$ cat src/rtl/rsa_pkg.sv
// Shared constants and types for the rank-sum AUC block.
package rsa_pkg;

    localparam int MAX_ITEMS   = 1024;
    localparam int ADDR_W      = $clog2(MAX_ITEMS);
    localparam int CNT_W       = $clog2(MAX_ITEMS + 1);
    localparam int SCORE_W     = 32;
    localparam int AUC_W       = 17;
    localparam int OUT_TDATA_W = ((AUC_W + 7) / 8) * 8;
    localparam int OUT_TUSER_W = 2;
    // 2U <= 2 * npos * nneg, and the divisor is that same bound
    localparam int PROD_W      = 2 * CNT_W;
    localparam int U_W         = PROD_W + 1;
    localparam int REM_W       = U_W + 1;
    localparam int DIV_STEPS   = AUC_W;
    localparam int STEP_W      = $clog2(DIV_STEPS + 1);

    typedef enum logic [7:0] {
        ST_LOAD     = 8'b0000_0001,
        ST_FETCH    = 8'b0000_0010,
        ST_HOLD     = 8'b0000_0100,
        ST_SCAN     = 8'b0000_1000,
        ST_MULT     = 8'b0001_0000,
        ST_DIV_GO   = 8'b0010_0000,
        ST_DIV_WAIT = 8'b0100_0000,
        ST_DONE     = 8'b1000_0000
    } rsa_state_t;

endpackage

$ cat src/rtl/rsa_div.sv
// Restoring divider, one quotient bit per cycle: quo = floor(num * 2^16 / den), num <= den.
module rsa_div (
    input  logic                          aclk,
    input  logic                          aresetn,
    input  logic                          start,
    input  logic [rsa_pkg::U_W-1:0]       num,
    input  logic [rsa_pkg::U_W-1:0]       den,
    output logic                          done,
    output logic [rsa_pkg::AUC_W-1:0]     quo
);
    import rsa_pkg::*;

    logic                busy_reg,  busy_next;
    logic                done_reg,  done_next;
    logic [STEP_W-1:0]   step_reg,  step_next;
    logic [REM_W-1:0]    rem_reg,   rem_next;
    logic [U_W-1:0]      den_reg,   den_next;
    logic [AUC_W-1:0]    quo_reg,   quo_next;
    logic [REM_W-1:0]    den_ext;
    logic [REM_W-1:0]    diff;
    logic                ge;

    assign den_ext = {1'b0, den_reg};
    assign ge      = rem_reg >= den_ext;
    assign diff    = rem_reg - den_ext;

    always_comb begin
        busy_next = busy_reg;
        done_next = 1'b0;
        step_next = step_reg;
        rem_next  = rem_reg;
        den_next  = den_reg;
        quo_next  = quo_reg;
        if (start) begin
            busy_next = 1'b1;
            step_next = STEP_W'(DIV_STEPS);
            rem_next  = {1'b0, num};
            den_next  = den;
            quo_next  = '0;
        end else if (busy_reg) begin
            quo_next  = {quo_reg[AUC_W-2:0], ge};
            rem_next  = (ge ? diff : rem_reg) << 1;
            step_next = step_reg - 1'b1;
            if (step_reg == STEP_W'(1)) begin
                busy_next = 1'b0;
                done_next = 1'b1;
            end
        end
    end

    always_ff @(posedge aclk) begin
        if (!aresetn) begin
            busy_reg <= 1'b0;
            done_reg <= 1'b0;
        end else begin
            busy_reg <= busy_next;
            done_reg <= done_next;
        end
        step_reg <= step_next;
        rem_reg  <= rem_next;
        den_reg  <= den_next;
        quo_reg  <= quo_next;
    end

    assign done = done_reg;
    assign quo  = quo_reg;

endmodule

$ cat config.mk
export PLATFORM = sky130hd
export DESIGN_NAME = rsa_div
export DESIGN_NICKNAME = d
export VERILOG_FILES = /design/src/rtl/rsa_pkg.sv /design/src/rtl/rsa_div.sv
export SDC_FILE = /design/constraint.sdc
export NUM_CORES = 1
export LEC_CHECK = 0
export BUFFER_PORTS_ARGS = -buffer_cell sky130_fd_sc_hd__buf_2
export CORE_UTILIZATION = 40
export DETAILED_ROUTE_END_ITERATION = 10
export GPL_TIMING_DRIVEN = 1
export MAX_ROUTING_LAYER = met4
export SETUP_SLACK_MARGIN = 0.15
export SYNTH_ARGS = -nofsm -noshare
export SYNTH_HDL_FRONTEND = slang
export SYNTH_SLANG_ARGS = --single-unit
$ cat constraint.sdc
create_clock -name aclk -period 4.6 [get_ports aclk]
set_clock_uncertainty 0.1 [all_clocks]
set_input_delay 0.92 -clock aclk [delete_from_list [all_inputs] [get_ports aclk]]
set_output_delay 0.92 -clock aclk [all_outputs]
set_load 0.02 [all_outputs]
==> Word level (Yosys, flattened, before mapping) <==
Cells that the tools add are included.
{ "classes": {"n_addsub": 2, "mul": 0, "div": 0, "magnitude_cmp": 1, "n_eq_ne": 1, "shift": 0, "n_mux": 7, "bitwise_logic": 2, "n_reduce_logical": 2} }
{ "op_table": {"columns": ["op", "count"], "rows": [
  ["two-way mux 23 bit", 3],
  [">= comparator 24 x 23 -> 1 bit", 1],
  ["subtractor 23 bit", 1],
  ["== test 5 x 1 -> 1 bit (second input constant)", 1],
  ["subtractor 5 x 1 -> 5 bit (second input constant)", 1],
  ["two-way mux 1 bit", 4],
  ["OR reduction 3 bit", 1],
  ["NOT 1 bit", 2],
  ["nonzero test 2 bit", 1]
]} }
{ "totals": {"regBits": 71, "latchBits": 0, "ram_bits": 0, "romBits": 0, "inputBits": 49, "memories": 0} }

==> Logic depth before layout (Yosys ltp) <==
Gate-level depths: netlist of the first run.
{ "depth": {"depth_word": 4, "depth_mapped": 12, "mapped_depth_nobuf": 10} }

==> Worst setup path after synthesis of the first run <==
Ideal clock, no wire load.
{ "synth_timing": {"path_kind": "reg-to-reg", "from": "reg rem_reg[0]", "to": "reg rem_reg[11] (data pin)", "setup_time_ps": 261, "arrival_ps": 2261, "slack_ps": 1978, "path_stages_with_launch": 12, "n_path_buf": 2, "cell_sequence": "edfxtp_1 -> inv_1 -> ha_1 -> fa_1 -> nand2b_1 -> a21oi_2 -> o21ai_1 -> o21ai_2 -> o21ai_1 -> buf_2 -> buf_4 -> a221o_1"} }
{ "synth_between": {"elab_chain_len": 4} }
{ "synth_lines": {"columns": ["element", "line_no", "rtl"], "rows": [
  ["from (decl)", "rsa_div.sv:16", "logic [REM_W-1:0] rem_reg, rem_next;"],
  ["from (signal assigned)", "rsa_div.sv:60", "rem_reg <= rem_next;"],
  ["subtractor 23 bit / >= comparator 24 x 23 -> 1 bit (equally long branches)", "rsa_div.sv:25, rsa_div.sv:24", null],
  ["two-way mux 23 bit (*)", "rsa_div.sv:42", "rem_next = (ge ? diff : rem_reg) << 1;"],
  ["two-way mux 23 bit (*)", "rsa_div.sv:40", "end else if (busy_reg) begin"],
  ["two-way mux 23 bit (*)", "rsa_div.sv:34", "if (start) begin"],
  ["named net rem_next[11]", "rsa_div.sv:16", null]
]} }
Mark *: on every way through the listed nets, which the timed path passes. The rest lies on a longest branch. The select of a mux whose other input is x is not followed.
A chain may end at the register's enable or synchronous reset.

==> Worst setup path after layout of the first run <==
{ "layout_timing": {"from": "reg rem_reg[0]", "to": "reg rem_reg[8] (data pin)"} }
Same word-level chain as after synthesis.

==> results of run 1 <==
kinds of logic (layout without fill, tap and decap cells):
group / after synthesis / in the layout / share of synthesized area, %
AO/OA/AOI/OAI: 93 / 93 / 17.9
buffers and inverters: 55 / 117 / 5.31
multiplexers: 20 / 20 / 4.84
adder cells (fa/ha/maj): 26 / 26 / 7.94
flip-flops: 71 / 71 / 44.9
XOR/XNOR: 24 / 24 / 5.02
AND/OR/NAND/NOR: 112 / 112 / 14.1
worst min-delay path: stages, from the launching register on:
cell      delay, ns
dfxtp_1        0.34
xnor2_1        0.08
nand2b_1       0.06
path summary, 6_finish.rpt:
| path | depth (start not counted) | to | start | slack, ns |
|---|---|---|---|---|
| max | 11 | rem_reg[8] | rem_reg[0] | 1.65 |
| min | 2 | step_reg[4] | step_reg[4] | 0.40 |
| max reg2reg | 11 | rem_reg[8] | rem_reg[0] | 1.65 |
| min reg2reg | 2 | step_reg[4] | step_reg[4] | 0.40 |
layout make-up:
class / count / area share, %
Multi-Input combinational cell: 275 / 43.6
Tap cell: 133 / 3.48
Sequential cell: 71 / 39.3
Clock buffer: 10 / 2.67
Clock inverter: 6 / 0.915
Timing Repair Buffer: 70 / 7.58
Inverter: 31 / 2.43
placed cells by master, fill, tap and decap left out, drive strengths merged, types with 4 or more instances in the layout:
master  count
a211oi      6
a21o        6
a21oi      21
a221o      11
and3b       7
buf        70
clkbuf     10
dfxtp      25
edfxtp     46
ha         25
inv        34
mux2i      18
nand2      23
nand2b      6
nand3       8
nand3b      7
nand4       5
nor2       27
nor2b      10
nor3       10
o211ai      4
o21a        4
o21ai       9
o311ai      8
xnor2      16
xor2        8
metal layers:
layer	vias to the layer above	wire [µm]	share of wire (%)
li1	1591	-	-
met1	1478	4230	49
met2	63	4040	47
met3	6	306	3.5
met4	0	81	0.94
met5	-	0	0
where the power goes:
group	switching [µW]	total (µW)	internal (µW)
sequential	46.1	836	790
clock	254	453	199
combinational	556	973	417
per-stage QoR:
stage / util (%) / area (µm²) / hold slack (ns) / instances
2_1_floorplan: - / 4190 / 0.362 / 401
3_3_place_gp: 46.4 / 4620 / 0.369 / 580
3_5_place_dp: 46.4 / 4620 / 0.391 / 580
4_1_cts: 48.1 / 4790 / 0.404 / 596
5_1_grt: 48.1 / 4790 / 0.443 / 596
6_report: 48.1 / 4790 / 0.402 / 596
==> qor.yml, run 1 <==
synth:
  synth_edf_count: 46
  netlist_area_mm2: 0.00419
  synthFlopType: "edfxtp_1"
  yosysSeqAreaShare_pct: 44.9
  ys_top_cells_by_area: "edfxtp_1, dfxtp_1, ha_1"
  ys_async_sr_fraction_pct: 0
  postSynthCellCount: 401
  synth_cell_types: 62
  synth.top_cell.area_share_pct: 33.0
  synth_most_common_cell: "edfxtp_1"
  synth-seq-cells: 71
  synthTopCellsByCount: "edfxtp_1, inv_1, nor2_1"
  yosys.area.top_type: "edfxtp_1"
  yosysWarnings: 0
  synth_fp_nets: 476
  syn_avg_cell_area_um2: 10.4
critical_path:
  cp_cell_sequence: "inv_1 -> ha_1 -> fa_1 -> nand2b_1 -> a21oi_2 -> o21ai_1 -> o21ai_2 -> o21ai_2 -> buf_4 -> nor2_2 -> a221o_1"
  cp-start-kind: "register"
  critPathMostFrequentCell: "o21ai_2"
  path_max_fanout: 21
  crit_slowest_cell: "nor2_2"
  endpoint_kind: "register"
  critPathTopFamily: "compound AO/OA/AOI/OAI gates"
  worst_ep_arrival_time_ns: 3.07
  crit_path_max_incr_delay_ns: 0.41
  crit_type: "reg2reg"
  path_buf_inv: 2
  worstPathRequired_ns: 4.71
placement:
  io_buffers: 66
  gp_congestion: 0.837
  dp_hpwl_um: 6130
  post-place-ws_ns: 1.65
grt:
  grt_util_met2_pct: 26.7
  grt_pass1_wl_um: 14600
  antenna_found_initial: 0
  grt-busiest-layer: "met2"
  grt_util_all_layers_pct: 17.2
  grt_max_degree: 70
  grtUsageMet3_pct: 2.76
  grt_pass1_vias: 3090
  met1_usage_pct: 22.3
  gr-total-overflow: 0
timing:
  period_minus_slack_ns: 2.95
  tightest_slew_ns: 1.02
  rsz0062_at_grt: "false"
  tns_ns: 0
  post-route-period-util_pct: 64.2
  fmax_mhz: 339
  slew_violations: 0
  slew-limit-headroom_pct: 31.8
  finalSetupViolations: 0
  worst_slack_ns: 1.65
  hold_viol_final: 0
route:
  vias: 3138
  detail_route.vias_per_cell: 5.27
  drt-initial-drc-count: 132
  drt_first_pass_iters: 4
  ant_nets: 0
  drc: 0
  wl_per_cell_um: 14.5
  wirelength_um: 8650
clocking:
  cts_buffer_depth: 2
  cts_buffers: 9
  cts_tree: "done"
  cts_hold_buf: 0
  clkLatencyLatePin_ns: 0.36
  ctsResizeCount: 0
  clockRootBuffer: "clkbuf_8"
  path_clk_slew_ns: 0.09
  clock-sinks: 71
  h-tree-depth: 3
  cts_setup_buffers: 0
final_layout:
  n_fill_cell: 983
  multi_input_area_mm2: 0.00209
  regArea_mm2: 0.00188
  num_antenna_cells: 0
  synthToLayoutAreaGrowth_pct: 14.3
  fin_nets: 533
  largest_reg_flops: 24
  drive_above_1_share_pct: 22.7
pwr:
  leakage_uw: 0.00204
  power_density_mw_per_mm2: 472
  fin_total_pwr_uw: 2260
  vdd_drop_max_mv: 0.173
die:
  rows: 36
  core-area_mm2: 0.00995
  die_y_um: 104
  start_util_pct: 42.1
  die_width_um: 104
  io_pins: 67
  die-area_mm2: 0.0109
min_path:
  min_path_type: "reg2reg"
flow_run:
  cap_violations: 0
outcome:
  outcome: "completed"
Note: power is estimated with default switching activity, not from simulation.
==> run 2, diff against run 1 <==
--- a/config.mk
+++ b/config.mk
@@ -5,6 +5,7 @@
 export SDC_FILE = /design/constraint.sdc
 export NUM_CORES = 1
 export LEC_CHECK = 0
+export ABC_AREA = 1
 export BUFFER_PORTS_ARGS = -buffer_cell sky130_fd_sc_hd__buf_2
 export CORE_UTILIZATION = 40
 export DETAILED_ROUTE_END_ITERATION = 10
==> constraint.sdc (replaced) <==
create_clock -name aclk -period 2.5 [get_ports aclk]
set_clock_uncertainty 0.1 [all_clocks]
set_input_delay 0.5 -clock aclk [delete_from_list [all_inputs] [get_ports aclk]]
set_output_delay 0.5 -clock aclk [all_outputs]
set_load 0.02 [all_outputs]
==> qor.yml, run 2 <==
min_path:
  min_path_type: "in2reg"
  hp-start: "den[6]"
  hold_depth: 1
  min_to: "den_reg[6]"
route:
  vias: 4278
  wl_per_cell_um: 13.6
  drc: 0
  ant_nets: 0
  drt-initial-drc-count: 267
  wirelength_um: 12400
  drt_first_pass_iters: 4
  detail_route.vias_per_cell: 4.69
final_layout:
  final_cell_mix: "nand2_1, inv_1, buf_2"
  final_common_cell: "nand2_1"
  post-route-util_pct: 52.7
  stdcell_count: 913
  drive_above_1_share_pct: 21.4
  num_antenna_cells: 0
  largest_reg_flops: 24
  fin_nets: 840
  synthToLayoutAreaGrowth_pct: 27.5
  n_fill_cell: 1127
critical_path:
  worst_ep_arrival_time_ns: 2.39
  critPathTopFamily: "simple AND/OR/NAND/NOR gates"
  crit_slowest_cell: "edfxtp_1"
  crit_path_max_incr_delay_ns: 0.42
  endpoint_kind: "register"
  r2r_slack_ns: 0.10
  worstPathRequired_ns: 2.49
  crit_type: "reg2reg"
  cp_cell_sequence: "ha_4 -> fa_2 -> inv_2 -> nand3_2 -> nand2_2 -> nand2_4 -> nand3_4 -> nand2_4 -> nand3_4 -> clkbuf_16 -> nand2_1 -> nand2_1 -> o21ai_0"
  rr_worst_depth: 13
  path_buf_inv: 2
  cp-start-kind: "register"
  cp-startpoint: "den_reg[0]"
  r2r_start: "den_reg[0]"
  path_max_fanout: 9
  worstReg2RegEnd: "rem_reg[6]"
clocking:
  h-tree-depth: 3
  clkLatencyLatePin_ns: 0.35
  cts_buffer_depth: 2
  cts_tree: "done"
  cts_hold_buf: 0
  cts_buffers: 9
  path_clk_slew_ns: 0.06
  clockRootBuffer: "clkbuf_16"
  clock-sinks: 71
pwr:
  pwr-share-seq_pct: 28.5
  comb_power_share_pct: 45.7
  leakage_uw: 0.00319
  vdd_drop_max_mv: 0.409
  power_density_mw_per_mm2: 892
  p_int_uw: 3370
  p_switching_uw: 2020
  p_clk_share_pct: 25.8
  swShare_pct: 37.6
synth:
  synth_cell_types: 34
  ys_top_cells_by_area: "edfxtp_1, nand2_1, inv_1"
  synth.top_cell.area_share_pct: 29.1
  synthTopCellsByCount: "nand2_1, inv_1, edfxtp_1"
  postSynthCellCount: 672
  synth_fp_nets: 747
  yosysWarnings: 0
  netlist_area_mm2: 0.00474
  yosysSeqAreaShare_pct: 39.7
  synth_edf_count: 46
  ys_async_sr_fraction_pct: 0
  synth-seq-cells: 71
  yosys.area.top_type: "edfxtp_1"
  syn_avg_cell_area_um2: 7.05
  synth_most_common_cell: "nand2_1"
  synthFlopType: "edfxtp_1"
timing:
  hold_viol_final: 0
  slew-limit-headroom_pct: 39.3
  rsz0062_at_grt: "true"
  fmax_mhz: 417
  finalSetupViolations: 0
  worst_slack_ns: 0.101
  slew_violations: 0
  tns_ns: 0
  tightest_slew_ns: 0.909
  period_minus_slack_ns: 2.40
  post-route-period-util_pct: 95.9
die:
  die_y_um: 111
  start_util_pct: 41.3
  rows: 39
  die-area_mm2: 0.0123
  die_width_um: 111
  io_pins: 67
  core-area_mm2: 0.0115
placement:
  dp_cells: 883
  dp_hpwl_um: 9050
  gp_congestion: 0.855
  post-place-ws_ns: 0.0960
  io_buffers: 66
grt:
  antenna_found_initial: 0
  gr-total-overflow: 0
  grt_max_degree: 26
  grt_util_all_layers_pct: 20.9
  grt_pass1_wl_um: 19600
  grt_pass1_vias: 4092
outcome:
  outcome: "completed"
flow_run:
  cap_violations: 0
## run 2: cell types whose count changed after synthesis, moves of 8 or more
cell	delta
a221o_1	-11
inv_1	+126
mux2i_1	-18
nand2_1	+224
nand3_1	+34
nor2b_1	-10
nor3_1	-8
o22ai_1	+16
xnor2_1	-8
## run 2: worst max path at each step
stage                  endpoint  slack [ns]  cells after the start
global placement    rem_reg[13]        0.17                     14
detailed placement   rem_reg[7]         0.1                     14
global route         rem_reg[6]        0.04                     13
floorplan           rem_reg[21]        0.29                     14
CTS                  rem_reg[5]        0.15                     14
finish               rem_reg[6]        0.10                     13
## run 2: repair_timing
| action | 4_1_cts | 5_1_grt |
|---|---|---|
| resized for setup | 6 | 39 |
| cloned | 0 | 3 |
| pin swaps | 0 | 13 |
| setup endpoints to repair | 22 | 23 |
| hold endpoints to repair | 0 | 0 |
| buffers inserted | 0 | 11 |
## run 2: worst register-to-register path: cells and delay by family (launching register included)
kind | cells | cell delay [ns]
AO/OA/AOI/OAI | 1 | 0.09
adder cells (fa/ha/maj) | 2 | 0.59
buffers and inverters | 2 | 0.28
flip-flops | 1 | 0.42
AND/OR/NAND/NOR | 8 | 0.68
## run 2: power by group through the flow
stage | clock [µW] | sequential, µW | combinational [µW]
finish | 1390 | 1540 | 2460
floorplan | 0 | 1510 | 1510
detailed placement | 0 | 1530 | 2040
global placement | 0 | 1530 | 2030
CTS | 1420 | 1520 | 2080
global route | 1470 | 1550 | 2740
## run 2: stage by stage
step                      instance area [µm²]  hold slack (ns)  total power (µW)
after floorplan                          4740            0.336              3020
after global placement                   5300            0.341              3550
after detailed placement                 5300            0.347              3570
after CTS                                5660            0.214              5020
after global routing                     6040            0.216              5770
final                                    6040            0.228              5390
## run 2: per-layer routing
metal,part of all wire [%],routed length [µm],track usage (%)
met1,49,6090,27.8
met3,3.8,469,3.34
met4,1.6,199,9.16
met5,0,0,-
met2,46,5680,31.6
## run 2: logic make-up (layout without fill, tap and decap cells)
| logic type | after synthesis | in the layout | share of synthesized area [%] |
|---|---|---|---|
| and+or+nand+nor | 354 | 354 | 32.0 |
| buffers and inverters | 171 | 269 | 14.5 |
| DFF | 71 | 71 | 39.7 |
| AOI/OAI and AO/OA | 41 | 41 | 5.12 |
| adders and majority gates | 26 | 26 | 7.02 |
| xor gates and xnor gates | 9 | 9 | 1.66 |
## run 2: area by class of cell
type	instances	area (µm²)	area share [%]
multi-input combinational	430	2440	40.3
sequential	71	1880	31.1
tap	143	179	2.96
inverter	161	604	10.0
timing repair buffer	92	616	10.2
clock buffer	12	278	4.60
clock inverter	4	47.5	0.787
==> run 3, diff against run 2 <==
--- a/config.mk
+++ b/config.mk
@@ -9,7 +9,8 @@
 export BUFFER_PORTS_ARGS = -buffer_cell sky130_fd_sc_hd__buf_2
 export CORE_UTILIZATION = 40
 export DETAILED_ROUTE_END_ITERATION = 10
-export GPL_TIMING_DRIVEN = 1
+export GPL_ROUTABILITY_DRIVEN = 1
+export GPL_TIMING_DRIVEN = 0
 export MAX_ROUTING_LAYER = met4
 export SETUP_SLACK_MARGIN = 0.15
 export SYNTH_ARGS = -nofsm -noshare
==> qor.yml, run 3 (synthesis results as in run 2) <==
die:
  die_width_um: 111
  io_pins: 67
  rows: 39
  core-area_mm2: 0.0115
  die_y_um: 111
  start_util_pct: 41.3
  die-area_mm2: 0.0123
grt:
  grt_pass1_wl_um: 20500
  antenna_found_initial: 0
  grt_pass1_vias: 4240
  grt_util_all_layers_pct: 22.0
  grt_max_degree: 33
  gr-total-overflow: 0
final_layout:
  post-route-util_pct: 53.9
  num_antenna_cells: 0
  n_fill_cell: 1129
  fin_nets: 852
  regArea_mm2: 0.00188
  multi_input_area_mm2: 0.00257
  final_common_cell: "nand2_1"
  stdcell_count: 925
  final_cell_mix: "nand2_1, inv_1, buf_2"
  drive_above_1_share_pct: 25.2
  synthToLayoutAreaGrowth_pct: 30.4
  largest_reg_flops: 24
clocking:
  path_clk_slew_ns: 0.06
  clkLatencyLatePin_ns: 0.34
  cts_hold_buf: 0
  cts_tree: "done"
  cts_buffers: 9
  clock-sinks: 71
  cts_buffer_depth: 2
  clockRootBuffer: "clkbuf_16"
  h-tree-depth: 3
route:
  drt_first_pass_iters: 4
  detail_route.vias_per_cell: 4.66
  drc: 0
  wirelength_um: 12600
  drt-initial-drc-count: 211
  ant_nets: 0
  vias: 4309
  wl_per_cell_um: 13.7
critical_path:
  cp-start-kind: "register"
  r2r_start: "rem_reg[8]"
  cp_cell_sequence: "ha_4 -> nand2_1 -> nor2_4 -> nand2_1 -> nor2_2 -> nand2_4 -> nand3_4 -> buf_6 -> buf_16 -> nand2_2 -> nand3_2 -> nand2_1"
  crit_slowest_cell: "edfxtp_1"
  critPathMostFrequentCell: "nand2_1"
  cp-startpoint: "rem_reg[8]"
  crit_type: "reg2reg"
  r2r_slack_ns: 0.19
  endpoint_kind: "register"
  crit_path_max_incr_delay_ns: 0.47
  worst_ep_arrival_time_ns: 2.31
  worstPathRequired_ns: 2.50
  path_max_fanout: 5
timing:
  slew_violations: 0
  finalSetupViolations: 0
  slew-limit-headroom_pct: 56.7
  post-route-period-util_pct: 92.5
  hold_viol_final: 0
  rsz0062_at_grt: "true"
  period_minus_slack_ns: 2.31
  worst_slack_ns: 0.187
  hold_ws_ns: 0.229
  fmax_mhz: 432
  tightest_slew_ns: 0.650
placement:
  io_buffers: 66
  dp_hpwl_um: 9050
  gp_congestion: 0.896
  post-place-ws_ns: -0.253
  dp_cells: 881
pwr:
  fin_total_pwr_uw: 5350
  power_density_mw_per_mm2: 865
  leakage_uw: 0.00323
  vdd_drop_max_mv: 0.473
min_path:
  hp-start: "den[6]"
  min_path_type: "in2reg"
flow_run:
  cap_violations: 0
outcome:
  outcome: "completed"
## run 3: cell count changes in the layout (fill, tap and decap cells not counted), sizes merged
cell    before  now
clkbuf      15   16
bufinv       1    0
buf         89   99
clkinv       3    5
## run 3: final timing paths
kind	endpoint	depth (start not counted)
worst min-delay path	den_reg[6]	1
worst max-delay path	rem_reg[10]	12
worst max register to register	rem_reg[10]	12
worst min register to register	step_reg[4]	1
## run 3: layout make-up
type / instances / share of cell area, %
Timing Repair Buffer: 94 / 9.43
Tap cell: 143 / 2.89
Sequential cell: 71 / 30.4
Buffer: 10 / 1.40
Clock inverter: 5 / 0.506
Multi-Input combinational cell: 430 / 41.6
Clock buffer: 11 / 3.93
Inverter: 161 / 9.78
## run 3: worst max-delay path: cells and delay by family, from the launching register on
kind / cells / cell delay, ns
adder cells (fa/ha/maj): 1 / 0.33
buffers and inverters: 2 / 0.26
flip-flops: 1 / 0.47
AND/OR/NAND/NOR: 9 / 0.89
## run 3: metal layers
| metal | vias up | share of wire (%) | global-route usage [%] |
|---|---|---|---|
| met5 | - | 0 | - |
| met4 | 0 | 2.0 | 8.53 |
| met3 | 16 | 3.5 | 3.72 |
| met2 | 80 | 46 | 35.0 |
| met1 | 1932 | 49 | 27.9 |
| li1 | 2281 | - | - |
## run 3: timing repair
item	CTS	global route
setup endpoints to repair	46	23
gates resized for setup	40	44
gates cloned	1	0
pin swaps	12	27
setup buffers	16	11
## run 3: report_power, final
| part | switching [µW] | internal [µW] | total [µW] |
|---|---|---|---|
| logic | 1470 | 1130 | 2600 |
| clock network | 501 | 698 | 1200 |
| registers | 113 | 1430 | 1550 |
## run 3: through the flow
step | instance area [µm²] | setup TNS (ns)
floorplan | 4740 | 0
global placement | 5250 | -30.66
detailed placement | 5250 | -10.67
CTS | 5950 | 0
global route | 6180 | 0
finish | 6180 | 0
